<file path="src/hdl/gtg_pkg.sv">
// shared types, constants and angle table for the go-to-goal drive unit
`default_nettype none
package gtg_pkg;
    localparam int SQ_STEPS = 32;
    localparam int CW = 36;
    localparam int ZW = 25;
    localparam int ANG_HALF_PI = 1647099;
    localparam int ANG_PI = 3294199;
    localparam int ANG_TWO_PI = 6588397;

    localparam logic [2:0] REG_GOAL_X = 3'd0;
    localparam logic [2:0] REG_GOAL_Z = 3'd1;
    localparam logic [2:0] REG_GOAL_LOADED = 3'd2;
    localparam logic [2:0] REG_SPEED_GAIN = 3'd3;
    localparam logic [2:0] REG_WHEEL_BASE = 3'd4;
    localparam logic [2:0] REG_WHEEL_SCALE = 3'd5;
    localparam logic [2:0] REG_MAX_SPEED = 3'd6;
    localparam logic [2:0] REG_REACH_THR = 3'd7;

    typedef struct packed {
        logic                 valid;
        logic [63:0]          rem;
        logic [63:0]          root;
        logic signed [CW-1:0] cx;
        logic signed [CW-1:0] cy;
        logic signed [ZW-1:0] cz;
        logic                 zero;
        logic                 big;
        logic signed [15:0]   head;
    } cell_t;

    function automatic logic signed [ZW-1:0] atan_q20(input int i);
        logic signed [ZW-1:0] a;
        unique case (i)
            0:  a = 25'sd823550;
            1:  a = 25'sd486170;
            2:  a = 25'sd256879;
            3:  a = 25'sd130396;
            4:  a = 25'sd65451;
            5:  a = 25'sd32757;
            6:  a = 25'sd16383;
            7:  a = 25'sd8192;
            8:  a = 25'sd4096;
            9:  a = 25'sd2048;
            10: a = 25'sd1024;
            11: a = 25'sd512;
            12: a = 25'sd256;
            13: a = 25'sd128;
            14: a = 25'sd64;
            15: a = 25'sd32;
            16: a = 25'sd16;
            17: a = 25'sd8;
            18: a = 25'sd4;
            19: a = 25'sd2;
            20: a = 25'sd1;
            default: a = '0;
        endcase
        return a;
    endfunction
endpackage
`default_nettype wire

</file>
<file path="src/hdl/gtg_cell.sv">
// one chain cell: one square-root digit and, while IDX < CORDIC_STEPS, one cordic vectoring step
`default_nettype none
module gtg_cell #(
    parameter int IDX = 0,
    parameter int CORDIC_STEPS = 16
) (
    input  wire logic           clk,
    input  wire logic           rst_n,
    input  wire gtg_pkg::cell_t din,
    output gtg_pkg::cell_t      dout
);
    localparam logic [63:0] BIT = 64'd1 << (62 - 2 * IDX);
    localparam logic signed [gtg_pkg::ZW-1:0] ANG = gtg_pkg::atan_q20(IDX);

    gtg_pkg::cell_t dout_reg, dout_next;
    logic [63:0]    trial;
    logic signed [gtg_pkg::CW-1:0] xs, ys;

    always_comb
    begin
        dout_next = din;
        trial = din.root + BIT;
        xs = din.cx >>> IDX;
        ys = din.cy >>> IDX;
        if (din.rem >= trial)
        begin
            dout_next.rem = din.rem - trial;
            dout_next.root = (din.root >> 1) + BIT;
        end
        else
        begin
            dout_next.root = din.root >> 1;
        end
        if (IDX < CORDIC_STEPS)
        begin
            if (!din.cy[gtg_pkg::CW-1])
            begin
                dout_next.cx = din.cx + ys;
                dout_next.cy = din.cy - xs;
                dout_next.cz = din.cz + ANG;
            end
            else
            begin
                dout_next.cx = din.cx - ys;
                dout_next.cy = din.cy + xs;
                dout_next.cz = din.cz - ANG;
            end
        end
    end

    always_ff @(posedge clk or negedge rst_n)
    begin
        if (!rst_n)
            dout_reg <= '0;
        else
            dout_reg <= dout_next;
    end

    assign dout = dout_reg;
endmodule
`default_nettype wire

</file>
<file path="config.mk">
export PLATFORM = sky130hd
export DESIGN_NAME = gtg_cell
export DESIGN_NICKNAME = d
export VERILOG_FILES = /design/src/hdl/gtg_pkg.sv /design/src/hdl/gtg_cell.sv
export SDC_FILE = /design/constraint.sdc
export NUM_CORES = 1
export LEC_CHECK = 0
export ABC_AREA = 1
export BUFFER_PORTS_ARGS = -buffer_cell sky130_fd_sc_hd__buf_4
export CAP_MARGIN = 10
export CORE_UTILIZATION = 35
export DETAILED_ROUTE_END_ITERATION = 7
export MAX_ROUTING_LAYER = met4
export PLACE_DENSITY = 0.61
export SETUP_SLACK_MARGIN = 0.15
export SYNTH_ARGS = -nofsm -noshare
export SYNTH_HDL_FRONTEND = slang
export SYNTH_SLANG_ARGS = --single-unit
</file>
<file path="constraint.sdc">
create_clock -name clk -period 0.8 [get_ports clk]
set_input_delay 0.16 -clock clk [delete_from_list [all_inputs] [get_ports clk]]
set_output_delay 0.16 -clock clk [all_outputs]
set_load 0.005 [all_outputs]
</file>
Yosys cells after proc, flatten, opt, wreduce, memory -nomap -nowiden. Index checks and enable logic that the tools add are counted.

Mux-type cells: 3. Magnitude comparators: 1. Add/sub/neg operators: 8.

Operators by type and width (number): $mux 64 (2); $mux 97 (1); $sub 36x36->36 (2); $add 63x63->64 const B (1); $add 64x63->64 const B (1); $ge 64x64->1 (1); $sub 64x64->64 (1); $add 36x36->36 (1); $add 25x21->25 const B (1); $sub 25x21->25 const B (1).

Input bits: 246. Flip-flop bits (word level): 244.

Longest topological paths before layout.
Depth in word-level cells: 3. Depth in mapped cells: 18. Mapped depth without buffers: 17.

Least setup slack after synthesis. Ideal clock, no wire load.

Path type: input to register. Start point: input din[78] in the netlist's numbering. End point: register dout_reg (netlist bit dout[38]). Path buffers: 2. Arrival time: 2.391 ns. Stages on the path: 14. Slack: -1.708 ns. Cell sequence: clkbuf_1 > inv_2 > clkbuf_1 > ha_1 > a21oi_1 > nand2_1 > a21oi_1 > o21ai_0 > nand3_1 > nand2_1 > nand2_1 > nand2_1 > nand2_1 > nand2_1.

RTL lines: from (decl) (RTL line gtg_cell.sv:9) `input wire gtg_pkg::cell_t din,`; to (signal assigned) (RTL line gtg_cell.sv:56) `dout_reg <= dout_next;`; to (decl) (RTL line gtg_cell.sv:15) `gtg_pkg::cell_t dout_reg, dout_next;`.

==> run metrics <==
routed wire length per instance approximately 18 um; highest clock rate ~630 MHz; Hold Vio Cnt, Final 5; Max Used Layer met4; Initial Util 35.40%; DRT iter0 DRCs roughly 1600; Die Wd 251.6 um; nets@finish roughly 5400; Pre-antenna DRT Iters 6; cell area after synthesis between 0.02 and 0.025 mm^2; Seq cells post-synth 243; Slew @ Worst Pin approximately 0.6 ns; status finished, violations left; gpl congestion between 0.9 and 1; Rows just over 90; die area 0.06331 mm^2; overall routing resource usage between 30% and 40%; largest net degree at the start of global routing 63; sequential area share after synthesis 27.88%; clock root buffer clkbuf_16; GR Overflow Total 0; post-synth net total roughly 4000; Final Util between 60 and 70%; post-layout min period 1.585 ns; Max-Cap Viols 0; fin crit share 198.2%; Flop pwr share roughly a quarter; Hold Crit Start din[42]; Most common cell on crit path nand2_4; metal3 WL 5562 um; CP required 1.33 ns; Synth Instances about 3500; Synth async-reset ratio 100.0%; peak supply drop around 0.0015 V; relative slew slack between 60 and 70%; vias in the first global route between 20000 and 30000; Area Growth Syn to Fin 94.60%; fin. max-slew vios 0; Yosys warning count 0; EDFF count, synth 0; PD cells ~1400 mW/mm^2; max reg flops about 240; layout cell share with drive strength beyond 1 47.57%; worst hold path depth 4; # setup viols final approximately 400; Most used DFF post-synth dfrtp_1; core box area 0.06160 mm^2; setup slack after layout -0.7852 ns; vias about 28000; CP max stage cell ha_4; Sink Count roughly 240; Syn Area/Cell slightly above 6 um^2; Cell Area, Placed 0.03335 mm^2; RSZ-0062 raised after global routing yes; HP Class in2reg; Port Buf Inserts between 400 and 500; count of different cell masters after synthesis 45; # DRC 0; DP Wirelength approximately 79000 um; Clock transition at path regs 0.06 ns; final wirelength around 110000 um; CTS Buf Count 28; CTS max path bufs 3; height of the chip 251.6 um; DR WL met2 around 53000 um; first-pass GRT wire length about 150000 um; slowest stage delay, CP 0.30 ns; Leak Pwr ~22 nW; H-tree lvl count 1; Sw Share 37.53%; Filler cells slightly below 5000; P_int roughly 0.038 W; CTS tree built; WL met1 roughly 42000 um; crit-path cells buf_8, xnor2_4, ha_4, nand2_4, buf_6, nor3_4, nand2_2, nor3_4, nand2_4, nand2_8, buf_12, clkbuf_16, nand2_4, nand2_1; # IOs 490; initial antenna violation count 2; Gate power share ~53%; post-route design area 0.04244 mm^2; net load switching power about 0.023 W; hold_ws -0.1134 ns; Critical Path Source Type primary input; clock power share 22.6%; crit path DAT about 2.1 ns; CP max FO 7; Final ANT Viol Nets 0; Critical Path End Type flip-flop; Hold EP dout[42]; failing checks negative hold slack, negative setup slack; vias per cell roughly 4.8; crit path kind in2reg
metrics by stage:
step | hold WS, ns | setup TNS [ns] | setup slack (ns) | total power, W | cells
global route | -0.09105 | -222.08 | -0.9163 | 0.06397 | 5821
CTS | -0.1387 | -197.27 | -0.7669 | 0.05799 | 5766
finish | -0.1134 | -202.68 | -0.7852 | 0.06093 | 5821
detailed placement | 0.01710 | -201.62 | -1.589 | 0.03886 | 5487
floorplan | -0.1356 | -135.49 | -1.227 | 0.02601 | 3510
global placement | 0.01678 | -199.50 | -1.541 | 0.03877 | 5487
worst max-delay path, delay by kind of cell:
family                     cells  cell delay, ns
and+or+nand+nor                8            0.93
adders and majority gates      1            0.30
xor gates and xnor gates       1            0.14
buffers and inverters          4            0.58
per-layer routing:
metal  vias to the layer above  track usage, %
met5                         -               -
met4                         0           12.53
met3                       264           3.157
met2                       951           56.12
met1                     13140           37.55
li1                      13740               -
cells in the final DEF, fill, tap and decap left out, types with 12 or more instances in the layout:
master         count
buf_8             15
nand3_1          135
nand2_4           64
xor2_2            17
nand2_2          229
a21oi_1           86
buf_4            914
a21o_1            12
ha_4              76
nand4_1           31
xor2_1            53
a21oi_4           39
o21ai_1           45
inv_6             13
nand3_4           19
o21ai_4           16
clkbuf_16         34
o21ai_0           34
ha_1             114
inv_2             59
nor2_4            64
inv_1            545
nand3_2           91
nand2_8           14
nor2_2            85
dfrtp_1          240
buf_12            33
nor2_1           157
inv_4             21
o21bai_1          12
buf_6            353
a21oi_2           75
nand2_1          962
o21ai_2           28
dlygate4sd3_1    150
power by group through the flow:
stage	Clock, W	Sequential, W	Combinational (W)
after global routing	0.0146	0.0153	0.0341
after floorplan	0	0.0150	0.0110
final	0.0138	0.0152	0.0320
after CTS	0.0141	0.0151	0.0288
after global placement	0	0.0150	0.0238
after detailed placement	0	0.0150	0.0239
logic make-up after synthesis:
| family | synth area share (%) |
|---|---|
| simple gates | 35.28 |
| buf+inv | 12.66 |
| fa+ha+maj | 11.53 |
| xor+xnor | 3.334 |
| compound gates | 9.306 |
| flops | 27.88 |
cell type report:
class	count	area, um^2	area share (%)
well taps	837	1047	2.468
inverters	654	2710	6.386
multi-input cells	2556	18100	42.64
clock inverters	15	176.4	0.4157
diodes	2	5.005	0.01179
repair buffers	1476	13510	31.85
flip-flops and latches	243	6085	14.34
clock buffers	37	785.8	1.852
repair inverters	1	16.27	0.03833
synth_stat cells (all sizes together), types with 23 or more instances:
master	count	area (um^2)
a21oi	200	1005
buf	44	255.2
dfrtp	243	6081
ha	193	2415
inv	651	2444
nand2	1269	4793
nand3	245	1281
nand4	31	193.9
nor2	306	1159
nor3	23	130.1
o21ai	123	619.4
xor2	74	648.1
worst max-delay path by stage:
stage             start         to  slack, ns  cells past startpoint
2_1_floorplan  din[179]  dout[177]      -1.23                     17
6_report       din[178]  dout[190]      -0.79                     14
5_1_grt        din[168]  dout[242]      -0.92                     15
3_3_place_gp   din[126]  dout[217]      -1.54                     16
3_5_place_dp   din[177]  dout[193]      -1.59                     13
4_1_cts        din[179]  dout[212]      -0.77                     19
timing repair:
action / in CTS / in global routing
hold endpoints to repair: 401 / 16
hold buffers: 149 / 1
endpoints found under the setup margin: 402 / 401
pin swaps: 225 / 264
setup buffers: 72 / 47
resized for setup: 831 / 496
cloned: 6 / 5
Power figures use the tool's default switching activity.
